$ cat src/hdl/sns_pkg.sv
// Shared types and constants for the sorted note stack.
`timescale 1ns / 1ps

package sns_pkg;

  localparam int NUM_SLOTS = 4;
  localparam int NOTE_W    = 7;
  localparam int SLOT_W    = $clog2(NUM_SLOTS);
  localparam int STATUS_W  = 2;

  typedef logic [NOTE_W-1:0]   note_t;
  typedef logic [SLOT_W-1:0]   slot_idx_t;
  typedef logic [STATUS_W-1:0] status_t;

  localparam slot_idx_t LAST_SLOT = slot_idx_t'(NUM_SLOTS - 1);

  // Operation codes carried on the input tuser.
  localparam logic FUNC_PUSH = 1'b0;
  localparam logic FUNC_POP  = 1'b1;

  // Result status codes.
  localparam status_t ST_DONE    = 2'd0;
  localparam status_t ST_PRESENT = 2'd1;
  localparam status_t ST_DROPPED = 2'd2;
  localparam status_t ST_MISSING = 2'd3;

  // Flags produced by the shared slot comparator.
  typedef struct packed {
    logic empty;
    logic equal;
    logic at_or_above;
  } cmp_t;

endpackage

$ cat src/hdl/sns_cmp.sv
// Shared comparator that checks one held slot against the note being processed.
`timescale 1ns / 1ps

module sns_cmp (
  input  sns_pkg::note_t held,
  input  sns_pkg::note_t note,
  output sns_pkg::cmp_t  flags
);
  import sns_pkg::*;

  always_comb begin
    flags.empty       = (held == '0);
    flags.equal       = (held == note);
    flags.at_or_above = (held >= note);
  end

endmodule

$ cat src/hdl/sorted_note_stack_top.sv
// Sorted four-slot note stack: top level with the scan sequencer and slot registers.
//
// The block keeps up to four notes in ascending order, zero marking an empty slot.
// Each input transfer on the s_ channel carries an operation on s_tuser (push or
// pop) and a note number in s_tdata. Each input transfer yields exactly one output
// transfer on the m_ channel: the status on m_tuser and all four slots, as they
// stand after the operation, on m_tdata.
// One comparator is shared across the slots; the sequencer visits one slot per
// cycle and stops at the insertion point for a push, or after the last slot for
// a pop. A note of zero skips the scan. The next item can be taken in the same
// cycle in which the previous result raises m_tvalid.
// s_tready is high only while no item is in work. If the receiver stalls, the
// finished result waits in a holding step and the output register stays put;
// no further input is taken until the result has been loaded for transfer.
// Synchronous reset empties all slots and drops any pending result.
`timescale 1ns / 1ps

module sorted_note_stack_top (
  input  logic        clk,
  input  logic        rst,
  input  logic        s_tvalid,
  output logic        s_tready,
  input  logic [7:0]  s_tdata,   // [6:0] note, [7] zero
  input  logic        s_tuser,   // [0] func
  output logic        m_tvalid,
  input  logic        m_tready,
  output logic [31:0] m_tdata,   // [6:0] slot_0, [13:7] slot_1, [20:14] slot_2,
                                 // [27:21] slot_3, [31:28] zero
  output logic [1:0]  m_tuser    // [1:0] status
);
  import sns_pkg::*;

  localparam logic [1:0] S_IDLE   = 2'd0;
  localparam logic [1:0] S_SCAN   = 2'd1;
  localparam logic [1:0] S_FINISH = 2'd2;

  logic [1:0] state, state_next;
  slot_idx_t  idx, idx_next;
  logic       func_r;
  note_t      note_r;
  status_t    status_r, status_next;
  logic       found, found_next;
  note_t      slots [NUM_SLOTS];
  note_t      slots_next [NUM_SLOTS];
  cmp_t       cmp;
  logic       in_xfer, out_free;

  assign s_tready = (state == S_IDLE);
  assign in_xfer  = s_tvalid && s_tready;
  assign out_free = !m_tvalid || m_tready;

  sns_cmp u_cmp (
    .held  (slots[idx]),
    .note  (note_r),
    .flags (cmp)
  );

  always_comb begin
    state_next  = state;
    idx_next    = idx;
    status_next = status_r;
    found_next  = found;
    for (int j = 0; j < NUM_SLOTS; j++) begin
      slots_next[j] = slots[j];
    end

    unique case (state)
      S_IDLE: begin
        if (in_xfer) begin
          idx_next   = '0;
          found_next = 1'b0;
          // A zero note leaves the stack alone and reports at once.
          if (s_tdata[NOTE_W-1:0] == '0) begin
            status_next = (s_tuser == FUNC_POP) ? ST_MISSING : ST_DONE;
            state_next  = S_FINISH;
          end else begin
            state_next = S_SCAN;
          end
        end
      end
      S_SCAN: begin
        if (func_r == FUNC_PUSH) begin
          if (!cmp.empty && cmp.equal) begin
            status_next = ST_PRESENT;
            state_next  = S_FINISH;
          end else if (cmp.empty || cmp.at_or_above) begin
            for (int j = 1; j < NUM_SLOTS; j++) begin
              if (slot_idx_t'(j) > idx) begin
                slots_next[j] = slots[j-1];
              end
            end
            slots_next[idx] = note_r;
            status_next     = ST_DONE;
            state_next      = S_FINISH;
          end else if (idx == LAST_SLOT) begin
            status_next = ST_DROPPED;
            state_next  = S_FINISH;
          end else begin
            idx_next = idx + slot_idx_t'(1);
          end
        end else begin
          // Removal closes the gap; the scan still moves on to the next slot.
          if (cmp.equal) begin
            for (int j = 0; j < NUM_SLOTS - 1; j++) begin
              if (slot_idx_t'(j) >= idx) begin
                slots_next[j] = slots[j+1];
              end
            end
            slots_next[NUM_SLOTS-1] = '0;
            found_next = 1'b1;
          end
          if (idx == LAST_SLOT) begin
            status_next = (found || cmp.equal) ? ST_DONE : ST_MISSING;
            state_next  = S_FINISH;
          end else begin
            idx_next = idx + slot_idx_t'(1);
          end
        end
      end
      S_FINISH: begin
        if (out_free) begin
          state_next = S_IDLE;
        end
      end
      default: begin
        state_next = S_IDLE;
      end
    endcase
  end

  always_ff @(posedge clk) begin
    if (rst) begin
      state    <= S_IDLE;
      idx      <= '0;
      found    <= 1'b0;
      m_tvalid <= 1'b0;
      for (int j = 0; j < NUM_SLOTS; j++) begin
        slots[j] <= '0;
      end
    end else begin
      state <= state_next;
      idx   <= idx_next;
      found <= found_next;
      for (int j = 0; j < NUM_SLOTS; j++) begin
        slots[j] <= slots_next[j];
      end
      if (state == S_FINISH && out_free) begin
        m_tvalid <= 1'b1;
      end else if (m_tready) begin
        m_tvalid <= 1'b0;
      end
    end
  end

  always_ff @(posedge clk) begin
    status_r <= status_next;
    if (in_xfer) begin
      func_r <= s_tuser;
      note_r <= s_tdata[NOTE_W-1:0];
    end
    if (state == S_FINISH && out_free) begin
      m_tuser <= status_r;
      m_tdata <= {4'b0000, slots[3], slots[2], slots[1], slots[0]};
    end
  end

  // Held notes stay packed at the low slots.
  a_compact : assert property (@(posedge clk) disable iff (rst)
    (slots[0] != '0 || slots[1] == '0) && (slots[1] != '0 || slots[2] == '0) &&
    (slots[2] != '0 || slots[3] == '0))
    else $error("note stack has a gap");

  // A full stack holds its notes in strictly ascending order.
  a_sorted : assert property (@(posedge clk) disable iff (rst)
    (slots[3] != '0) |-> (slots[0] < slots[1]) && (slots[1] < slots[2]) &&
                         (slots[2] < slots[3]))
    else $error("full note stack out of order");

  // A dropped push is only reported with every slot occupied.
  a_drop_full : assert property (@(posedge clk) disable iff (rst)
    (m_tvalid && m_tuser == ST_DROPPED) |->
      (m_tdata[6:0] != '0) && (m_tdata[13:7] != '0) &&
      (m_tdata[20:14] != '0) && (m_tdata[27:21] != '0))
    else $error("drop reported with a free slot");

  // A nonzero note always starts its scan at the lowest slot.
  a_scan_start : assert property (@(posedge clk) disable iff (rst)
    (in_xfer && s_tdata[NOTE_W-1:0] != '0) |=> (state == S_SCAN && idx == '0))
    else $error("scan did not start at slot zero");

endmodule

$ cat config.mk
export PLATFORM = sky130hd
export DESIGN_NAME = sorted_note_stack_top
export DESIGN_NICKNAME = d
export VERILOG_FILES = /design/src/hdl/sns_pkg.sv /design/src/hdl/sns_cmp.sv /design/src/hdl/sorted_note_stack_top.sv
export SDC_FILE = /design/constraint.sdc
export NUM_CORES = 1
export LEC_CHECK = 0
export ABC_AREA = 1
export BUFFER_PORTS_ARGS = -buffer_cell sky130_fd_sc_hd__buf_4
export CAP_MARGIN = 20
export CORE_UTILIZATION = 56
export CTS_CLUSTER_SIZE = 25
export DETAILED_ROUTE_END_ITERATION = 6
export PLACE_DENSITY = 0.78
export SYNTH_ARGS = -nofsm -noshare
export SYNTH_HDL_FRONTEND = slang
export SYNTH_SLANG_ARGS = --single-unit
$ cat constraint.sdc
create_clock -name clk -period 4.1 [get_ports clk]
set_input_delay 1.025 -clock clk [delete_from_list [all_inputs] [get_ports clk]]
set_output_delay 1.025 -clock clk [all_outputs]
set_load 0.01 [all_outputs]
# ---- Word-level counts from Yosys, hierarchy flattened
# Memories as Yosys holds them, arrays and structs flattened. A register that Yosys moved wholly into a read port is not among the register bits.
# Index checks and enable logic that the tools add are counted.
dict set report word_totals {
  latch_bits 0
  ff_bits 46
  memories 1
  ram_bits 28
  input_bits 13
  rom_bits 0
  output_inout_bits 36
}
# memory depth width read_ports rd_ports_with_merged_regs write_ports line
set memory_table {}
lappend memory_table {slots 4 7 5 1 4 sorted_note_stack_top.sv:43} ;# note_t slots [NUM_SLOTS];
dict set report op_classes {
  bitwise_logic 5
  mul 0
  reduce_logical 18
  muxes 65
  n_lt_le_gt_ge 9
  eq_ne 13
  n_addsub 1
  shifts 0
  div 0
}
# op count
set ops {}
lappend ops {{7-bit two-way mux} 23}
lappend ops {{28-bit two-way mux} 5}
lappend ops {{2-bit two-way mux} 23}
lappend ops {{28-bit bitwise mux} 1}
lappend ops {{7-bit demux with 2-bit select} 1}
lappend ops {{7-bit zero test} 2}
lappend ops {{3-bit inequality test, second input constant} 3}
lappend ops {{1-bit two-way mux} 8}
lappend ops {{2-bit case mux with 2 select lines} 2}
lappend ops {{4-bit AND reduction} 2}
lappend ops {{7-bit equality test} 1}
lappend ops {{7-bit greater-or-equal comparator} 1}
lappend ops {{2-bit inequality test, second input constant} 3}
lappend ops {{2-bit case mux with 3 select lines} 1}
lappend ops {{5-bit AND reduction} 1}
lappend ops {{2-bit equality test, second input constant} 2}
lappend ops {{1-bit by 2-bit greater-or-equal comparator with 1-bit output, first input constant} 2}
lappend ops {{2-bit greater-than comparator, first input constant} 2}
lappend ops {{1-bit logical AND} 4}
lappend ops {{2-bit by 1-bit inequality test with 1-bit output, second input constant} 2}
lappend ops {{4-bit inequality test, second input constant} 1}
lappend ops {{1-bit bitwise OR} 4}
lappend ops {{2-bit nonzero test} 2}
lappend ops {{3-bit greater-or-equal comparator, second input constant} 1}
lappend ops {{other kinds (11)} 14}

# ---- Logic depth before layout (Yosys ltp)
# Gate-level depths: netlist of run 1.
dict set report depth {
  ltp_word 12
  ltp_mapped 20
}

# ---- Hierarchy
# Synthesis of run 1 repeated with hierarchy kept, for this count alone.
dict set report hier_totals {
  cells_unflattened 469
  area_unflattened_um2 3761.1
}
# mod cells_per_inst area_each_um2 instances
set by_module_without_submodules {}
lappend by_module_without_submodules {sorted_note_stack_top 426 3523.4 1}
lappend by_module_without_submodules {sns_cmp 43 237.7 1}

# ---- Least setup slack after synthesis of run 1
# Ideal clock, no wire load.
dict set report synth_path {
  path_kind {input port to flip-flop}
  start {input port m_tready}
  end {register m_tdata[0] (read register of slots) (enable)}
  arrival_ns 3.145
  setup_slack_ns 0.501
  setup_time_ns 0.455
  path_stages 2
  required_time_ns 3.645
  cell_sequence {nor2_1 > nor3_1}
}
dict set report synth_via {
  elab_chain_len 2
}
# element line
set synth_lines {}
lappend synth_lines {{start: declaration} sorted_note_stack_top.sv:26} ;# input logic m_tready,
lappend synth_lines {{1-bit logical OR} sorted_note_stack_top.sv:50} ;# assign out_free = !m_tvalid || m_tready;
lappend synth_lines {{1-bit logical AND} sorted_note_stack_top.sv:161} ;# if (state == S_FINISH && out_free) begin
lappend synth_lines {{end: declaration} sorted_note_stack_top.sv:27} ;# output logic [31:0] m_tdata,
# No other way between the ends.
# A chain may end at the register's enable or synchronous reset.

==> reports/results.ini, run 1 <==
[cells_and_area]
post-route-cell-area_um2 = 4290
nNetsFinal = 508
antenna-diode-count = 0
area_growth_pct = 14.5
final_common_cell = nand2_1
drive_gt1_share_pct = 15.4
final_cell_mix = nand2_1, nor2_1, inv_1

[timing]
max_freq_mhz = 309
fin_tns_setup_ns = 0
period_needed_ns = 3.23
min_period_over_period_pct = 78.8
slew_viol_final = 0
setup_viol_count_final = 0
fin_worst_skew_ns = 0.00922
hold_viol = 0
tightest_slew_ns = 1.05
rsz0062_at_grt = false
slew_headroom_pct = 29.5
worst_slack_ns = 0.869

[critical_path]
cp_common_cell = nand2_1
path_class = register to register
required_ns = 4.35
cp_slowest_stage_delay_ns = 0.71
crit_family = simple AND/OR/NAND/NOR gates
cp_slowest_cell = dfxtp_1
worstPathArrival_ns = 3.48
path_buf_inv = 2
startpoint_type = register
crit_chain = inv_4 -> nand2_1 -> nand3_1 -> nand2_1 -> inv_1 -> ha_1 -> nand2_1 -> nor2_1 -> nand4_2 -> a21oi_4 -> nand2_4 -> nor2_4 -> nand2_1 -> nand2_1 -> nor2_1
endpoint_kind = register
crit_path_max_fanout = 16

[placement]
dp_slack_ns = 0.984
placed_cell_area_um2 = 4080
place.gp.congestion = 0.951
numPortBuffers = 43
dp_hpwl_um = 6580

[job]
cap_viol_max_count = 0

[die]
fp-row-count = 29
core_area_um2 = 6420
die-area_um2 = 7020
num_io_pins = 49
start_util_pct = 58.4
die_y_um = 83.8
fp.dieW_um = 83.8

[synth]
synth_xor_area_share_pct = 0
synth_seq_cells = 76
synth_compound_area_share_pct = 11.3
yosys_warnings = 0
synth_edf_count = 40
synthMuxAreaShare_pct = 0
synthDistinctLibCells = 36
synth_top_family_by_area = simple AND/OR/NAND/NOR gates
synth_async_sr_flop_share_pct = 0
synth_simple_gate_area_share_pct = 26.2
syn-instance-count = 449
synth_area_um2 = 3750
ys.flop_type = edfxtp_1
yosysSeqAreaShare_pct = 51.3
syn_area_per_cell_um2 = 8.35
synth_fa_ha_area_share_pct = 2.34

[detailed_routing]
drt-wirelength-per-cell_um = 16.0
drtIter0Drc = 456
vias = 3258
drc = 9
wirelength_um = 9100
vias_per_cell = 5.72
drt_pass1_iterations = 7
ant_nets = 0

[clock_network]
cts-root-buf = clkbuf_8
ctsHtreeMaxLevel = 3
clkLatencyLatePin_ns = 0.36
clk_pin_slew_ns = 0.07
clk_path_buf_depth = 2
post_cts_buffers = 0
cts.hold.buffers_added = 0
cts.sinks = 76
cts_buffers = 9
post_cts_resized = 0
cts_tree = built

[global_routing]
grt_pass1_vias = 3003
grt_antenna_before_repair = 0
grt_usage_pct = 28.0
grt_pass1_wl_um = 15000
grt_overflow = 0
grt_max_degree = 26

[power]
powerDensity_nw_per_um2 = 481
max-vdd-ir-drop_v = 0.000344
total_power_mw = 2.06
pwr-share-comb_pct = 23.9
power_frac_seq_pct = 46.6
p_int_mw = 1.40
p_sw_share_pct = 32.3
pwr-share-clk_pct = 29.5
power_switching_uw = 667
leakage_nw = 1.83

[outcome]
violations = DRC
status = finished with violations

[worst_hold_path]
hp-class = register to register

==> kinds of logic (layout without fill, tap and decap cells) <==
kind of cell | after synthesis | after routing
DFF | 76 | 76
adders and majority gates | 7 | 7
buffers and inverters | 74 | 115
AOI/OAI and AO/OA | 67 | 67
other | 1 | 4
and+or+nand+nor | 224 | 224
==> synth_stat cells (2+ instances only) <==
| cell type | n | area [um^2] |
|---|---|---|
| a31oi_1 | 10 | 62.6 |
| nor2_1 | 53 | 199 |
| dfxtp_1 | 36 | 721 |
| clkbuf_1 | 9 | 33.8 |
| o21ai_0 | 11 | 55.1 |
| nand3_2 | 2 | 20.0 |
| buf_6 | 4 | 45.0 |
| nor2_4 | 3 | 33.8 |
| inv_2 | 2 | 7.51 |
| nor3_1 | 7 | 35.0 |
| ha_1 | 7 | 87.6 |
| nand4_1 | 12 | 75.1 |
| a221oi_1 | 4 | 35.0 |
| nand2_4 | 3 | 33.8 |
| o21a_1 | 2 | 15.0 |
| edfxtp_1 | 40 | 1200 |
| a22oi_1 | 6 | 45.0 |
| inv_1 | 49 | 184 |
| o22ai_1 | 5 | 31.3 |
| nand2_1 | 120 | 450 |
| a32o_1 | 4 | 40.0 |
| a21oi_1 | 23 | 115 |
| buf_4 | 5 | 37.5 |
| buf_2 | 2 | 10.0 |
| nand3_1 | 19 | 95.1 |
==> routing by layer <==
metal / GRT usage (%) / wire length (um) / up-vias
met3: 4.75 / 679 / 28
met2: 45.1 / 4290 / 175
met4: 13.2 / 255 / 0
met1: 36.7 / 3880 / 1482
met5: 0 / 0 / -
li1: - / - / 1573
==> through the flow <==
stage | std cells | utilization (%) | hold slack [ns]
final | 570 | 66.8 | 0.429
after global routing | 570 | 66.8 | 0.444
after CTS | 570 | 66.8 | 0.432
after detailed placement | 554 | 63.5 | 0.413
after global placement | 554 | 63.5 | 0.411
after floorplan | 452 | - | 0.400
==> power groups by stage <==
stage	logic (mW)	clock network [mW]	registers, mW
3_3_place_gp	0.476	0	0.973
2_1_floorplan	0.373	0	0.952
5_1_grt	0.554	0.650	0.970
6_report	0.494	0.608	0.961
4_1_cts	0.489	0.619	0.959
3_5_place_dp	0.486	0	0.975
==> worst reg2reg max path: stages, from the launching register on <==
cell	delay (ns)
dfxtp_1	0.71
inv_4	0.18
nand2_1	0.10
nand3_1	0.10
nand2_1	0.13
inv_1	0.06
ha_1	0.29
nand2_1	0.05
nor2_1	0.20
nand4_2	0.24
a21oi_4	0.40
nand2_4	0.12
nor2_4	0.32
nand2_1	0.12
nand2_1	0.08
nor2_1	0.05
==> worst paths after layout <==
check              start     endpoint  slack (ns)  cells past startpoint
min reg2reg  status_r[0]   m_tuser[0]        0.43                      0
max             register  slots[1][0]        0.87                     15
max reg2reg     register  slots[1][0]        0.87                     15
min          status_r[0]   m_tuser[0]        0.43                      0
==> cell type report <==
type                            count  area, um^2
Tap cell                           77        96.3
Clock buffer                        9         124
Sequential cell                    76        1920
Inverter                           53         201
Timing Repair Buffer               46         345
Clock inverter                      7        91.3
Fill cell                         533        2130
Multi-Input combinational cell    302        1510
==> state kept, by name (all words and copies together), names as in the netlist, named ones only <==
register	count
m_tdata	28
slots	28
note_r	7
idx	2
m_tuser	2
state	2
status_r	2
found	1
func_r	1
m_tvalid	1
Power figures use the tool's default switching activity.
==> run 2: changes to the inputs <==
--- a/config.mk
+++ b/config.mk
@@ -8,10 +8,10 @@
 export ABC_AREA = 1
 export BUFFER_PORTS_ARGS = -buffer_cell sky130_fd_sc_hd__buf_4
 export CAP_MARGIN = 20
-export CORE_UTILIZATION = 56
+export CORE_UTILIZATION = 52
 export CTS_CLUSTER_SIZE = 25
 export DETAILED_ROUTE_END_ITERATION = 6
-export PLACE_DENSITY = 0.78
+export PLACE_DENSITY = 0.76
 export SYNTH_ARGS = -nofsm -noshare
 export SYNTH_HDL_FRONTEND = slang
 export SYNTH_SLANG_ARGS = --single-unit
==> constraint.sdc (replaced) <==
create_clock -name clk -period 2.6 [get_ports clk]
set_input_delay 0.65 -clock clk [delete_from_list [all_inputs] [get_ports clk]]
set_output_delay 0.65 -clock clk [all_outputs]
set_load 0.01 [all_outputs]
==> reports/results.ini, run 2 (synthesized netlist as in run 1, its figures left out) <==
[outcome]
status = complete, no violations

[die]
num_io_pins = 49  ; unchanged
core_area_um2 = 6870  ; +7.0%
die-area_um2 = 7550  ; +7.5%
fp.dieW_um = 86.9  ; +3.7%
die_y_um = 86.9  ; +3.7%
start_util_pct = 54.6  ; -3.8 points
fp-row-count = 30  ; +3.4%

[timing]
worst_hold_slack_ns = 0.446  ; +0.0161 ns
max_freq_mhz = 390  ; +26%
slew_viol_final = 0  ; unchanged
min_period_over_period_pct = 98.5  ; +20 points
setup_viol_count_final = 0  ; unchanged
hold_viol = 0  ; unchanged
slew_headroom_pct = 52.8  ; +23 points
tightest_slew_ns = 0.705  ; -0.349 ns
fin_worst_skew_ns = 0.00763  ; -0.00159 ns
period_needed_ns = 2.56  ; -0.669 ns

[cells_and_area]
reg_top3 = m_tdata: 28 flops, slots: 28 flops, note_r: 7 flops
antenna-diode-count = 0  ; unchanged
nNetsFinal = 540  ; +6.3%
seq_area_um2 = 1930  ; +0.20%
final_common_cell = nand2_1
finalNonFillerCells = 621  ; +8.9%
drive_gt1_share_pct = 25.9  ; +10 points
post-route-cell-area_um2 = 4770  ; +11%
final_cell_mix = nand2_1, buf_4, nor2_1
fillers = 581  ; +9.0%
multiInputGateArea_um2 = 1670  ; +10%
area_growth_pct = 27.4

[critical_path]
path_buf_inv = 5  ; +3
crit_chain = buf_6 -> buf_4 -> nand2_2 -> nand3_2 -> nand2_2 -> inv_2 -> ha_4 -> nand2_2 -> nor2_4 -> nand4_4 -> a21oi_4 -> buf_12 -> nand2_4 -> nor2_4 -> clkbuf_16 -> nor2_1 -> nor2_1
crit_path_max_fanout = 7  ; -9
crit_family = simple AND/OR/NAND/NOR gates
cp_slowest_stage_delay_ns = 0.37  ; -0.34 ns
reg2reg_to = slots[2][5]
cp_slowest_cell = dfxtp_4
path_class = register to register
cp_common_cell = nand2_2
required_ns = 2.88  ; -1.47 ns
worstPathArrival_ns = 2.84  ; -0.64 ns
ff2ff_setup_slack_ns = 0.04  ; -0.83 ns
endpoint_kind = register
worstRegToRegCells = 17  ; +2
startpoint_type = register

[worst_hold_path]
hp-class = register to register
hold_depth = 0  ; unchanged
hold_end = m_tdata[27]
hold_start = slots[3][6]

[clock_network]
ctsHtreeMaxLevel = 3  ; unchanged
clk_path_buf_depth = 2  ; unchanged
cts_tree = built
clkLatencyLatePin_ns = 0.35  ; about the same
clk_pin_slew_ns = 0.08  ; about the same
cts-root-buf = clkbuf_8
cts.sinks = 76  ; unchanged
cts_buffers = 9  ; unchanged

[power]
power_frac_seq_pct = 42.3  ; -4.3 points
leakage_nw = 2.01  ; +10%
p_sw_share_pct = 33.0  ; +0.63 points
powerDensity_nw_per_um2 = 737  ; +53%
p_int_mw = 2.36  ; +69%
power_switching_mw = 1.16  ; +74%
pwr-share-comb_pct = 29.8  ; +5.9 points
max-vdd-ir-drop_v = 0.000418  ; +22%
pwr-share-clk_pct = 27.8  ; -1.7 points

[detailed_routing]
drt_pass1_iterations = 5  ; -2
drtIter0Drc = 220  ; -52%
drc = 0  ; -9
vias_per_cell = 5.42  ; -5.2%
ant_nets = 0  ; unchanged
vias = 3365  ; +3.3%
wirelength_um = 10000  ; +10%
drt-wirelength-per-cell_um = 16.2  ; +1.2%

[global_routing]
gr-max-usage-layer = met2
grt_pass1_vias = 3017  ; +0.47%
grt_antenna_before_repair = 0  ; unchanged
grt_overflow = 0  ; unchanged
grt_max_degree = 26  ; unchanged
use_met3_pct = 3.89  ; -0.86 points
use_met1_pct = 36.4  ; -0.36 points
grt_pass1_wl_um = 15300  ; +1.8%
use_met2_pct = 45.8  ; +0.73 points
grt_usage_pct = 27.4  ; -0.56 points

[job]
cap_viol_max_count = 0  ; unchanged

[placement]
dp_cells = 599  ; +8.1%
placed_cell_area_um2 = 4330  ; +6.1%
dp_hpwl_um = 7290  ; +11%
numPortBuffers = 43  ; unchanged
place.gp.congestion = 0.912  ; -4.2%

-- run 2: cell types whose count changed in the layout (fill, tap and decap cells not counted), sizes merged --
cell / change
buf: +31
clkinvlp: -1
clkbuf: +1
clkinv: +1
-- run 2: final cells by class --
type,count,area share (%)
clock buffer,9,2.59
sequential,76,40.3
inverter,53,4.27
timing repair buffer,78,13.5
clock inverter,7,1.91
tap,96,2.52
multi-input combinational,302,34.9
-- run 2: how the worst max path moves through the flow --
stage | to | cells past startpoint | slack (ns) | from
after floorplan | slots[1][4] | 18 | 0.19 | register
after global placement | slots[2][4] | 20 | 0.06 | register
after CTS | slots[3][1] | 15 | 0.02 | register
after global routing | slots[2][5] | 17 | -0.10 | register
after detailed placement | slots[1][6] | 20 | -0.02 | register
final | slots[2][5] | 17 | 0.04 | register
-- run 2: power by group through the flow --
| stage | registers, mW | logic, mW | clock network (mW) |
|---|---|---|---|
| after floorplan | 1.50 | 0.589 | 0 |
| after global placement | 1.51 | 0.898 | 0 |
| after detailed placement | 1.52 | 0.916 | 0 |
| after CTS | 1.49 | 0.919 | 0.986 |
| after global routing | 1.50 | 1.15 | 1.03 |
| final | 1.49 | 1.05 | 0.979 |
-- run 2: worst reg2reg max path, cell delays in order, from the launching register on --
cell,delay [ns]
dfxtp_4,0.37
buf_6,0.14
buf_4,0.14
nand2_2,0.06
nand3_2,0.07
nand2_2,0.09
inv_2,0.05
ha_4,0.26
nand2_2,0.07
nor2_4,0.14
nand4_4,0.16
a21oi_4,0.25
buf_12,0.14
nand2_4,0.06
nor2_4,0.16
clkbuf_16,0.18
nor2_1,0.04
nor2_1,0.11
-- run 2: timing repair --
| action | 4_1_cts | 5_1_grt |
|---|---|---|
| pin swaps | 0 | 11 |
| buffers inserted | 0 | 5 |
| hold buffers | 0 | 0 |
| gates cloned | 0 | 1 |
| gates resized for setup | 1 | 33 |
| setup endpoints to repair | 21 | 34 |
-- run 2: metal layers --
metal | vias up | wire length [um]
met3 | 16 | 527
met5 | - | 0
met2 | 134 | 5010
met1 | 1582 | 4340
li1 | 1633 | -
met4 | 0 | 159
-- run 2: per-stage QoR --
step | power (mW) | setup TNS, ns | setup WS (ns) | utilization [%]
after global routing | 3.69 | -1.03 | -0.102 | 69.5
final | 3.52 | 0 | 0.0378 | 69.5
after detailed placement | 2.43 | -0.165 | -0.0248 | 63.0
after floorplan | 2.09 | 0 | 0.186 | -
after CTS | 3.39 | 0 | 0.0207 | 66.1
after global placement | 2.41 | 0 | 0.0574 | 63.0
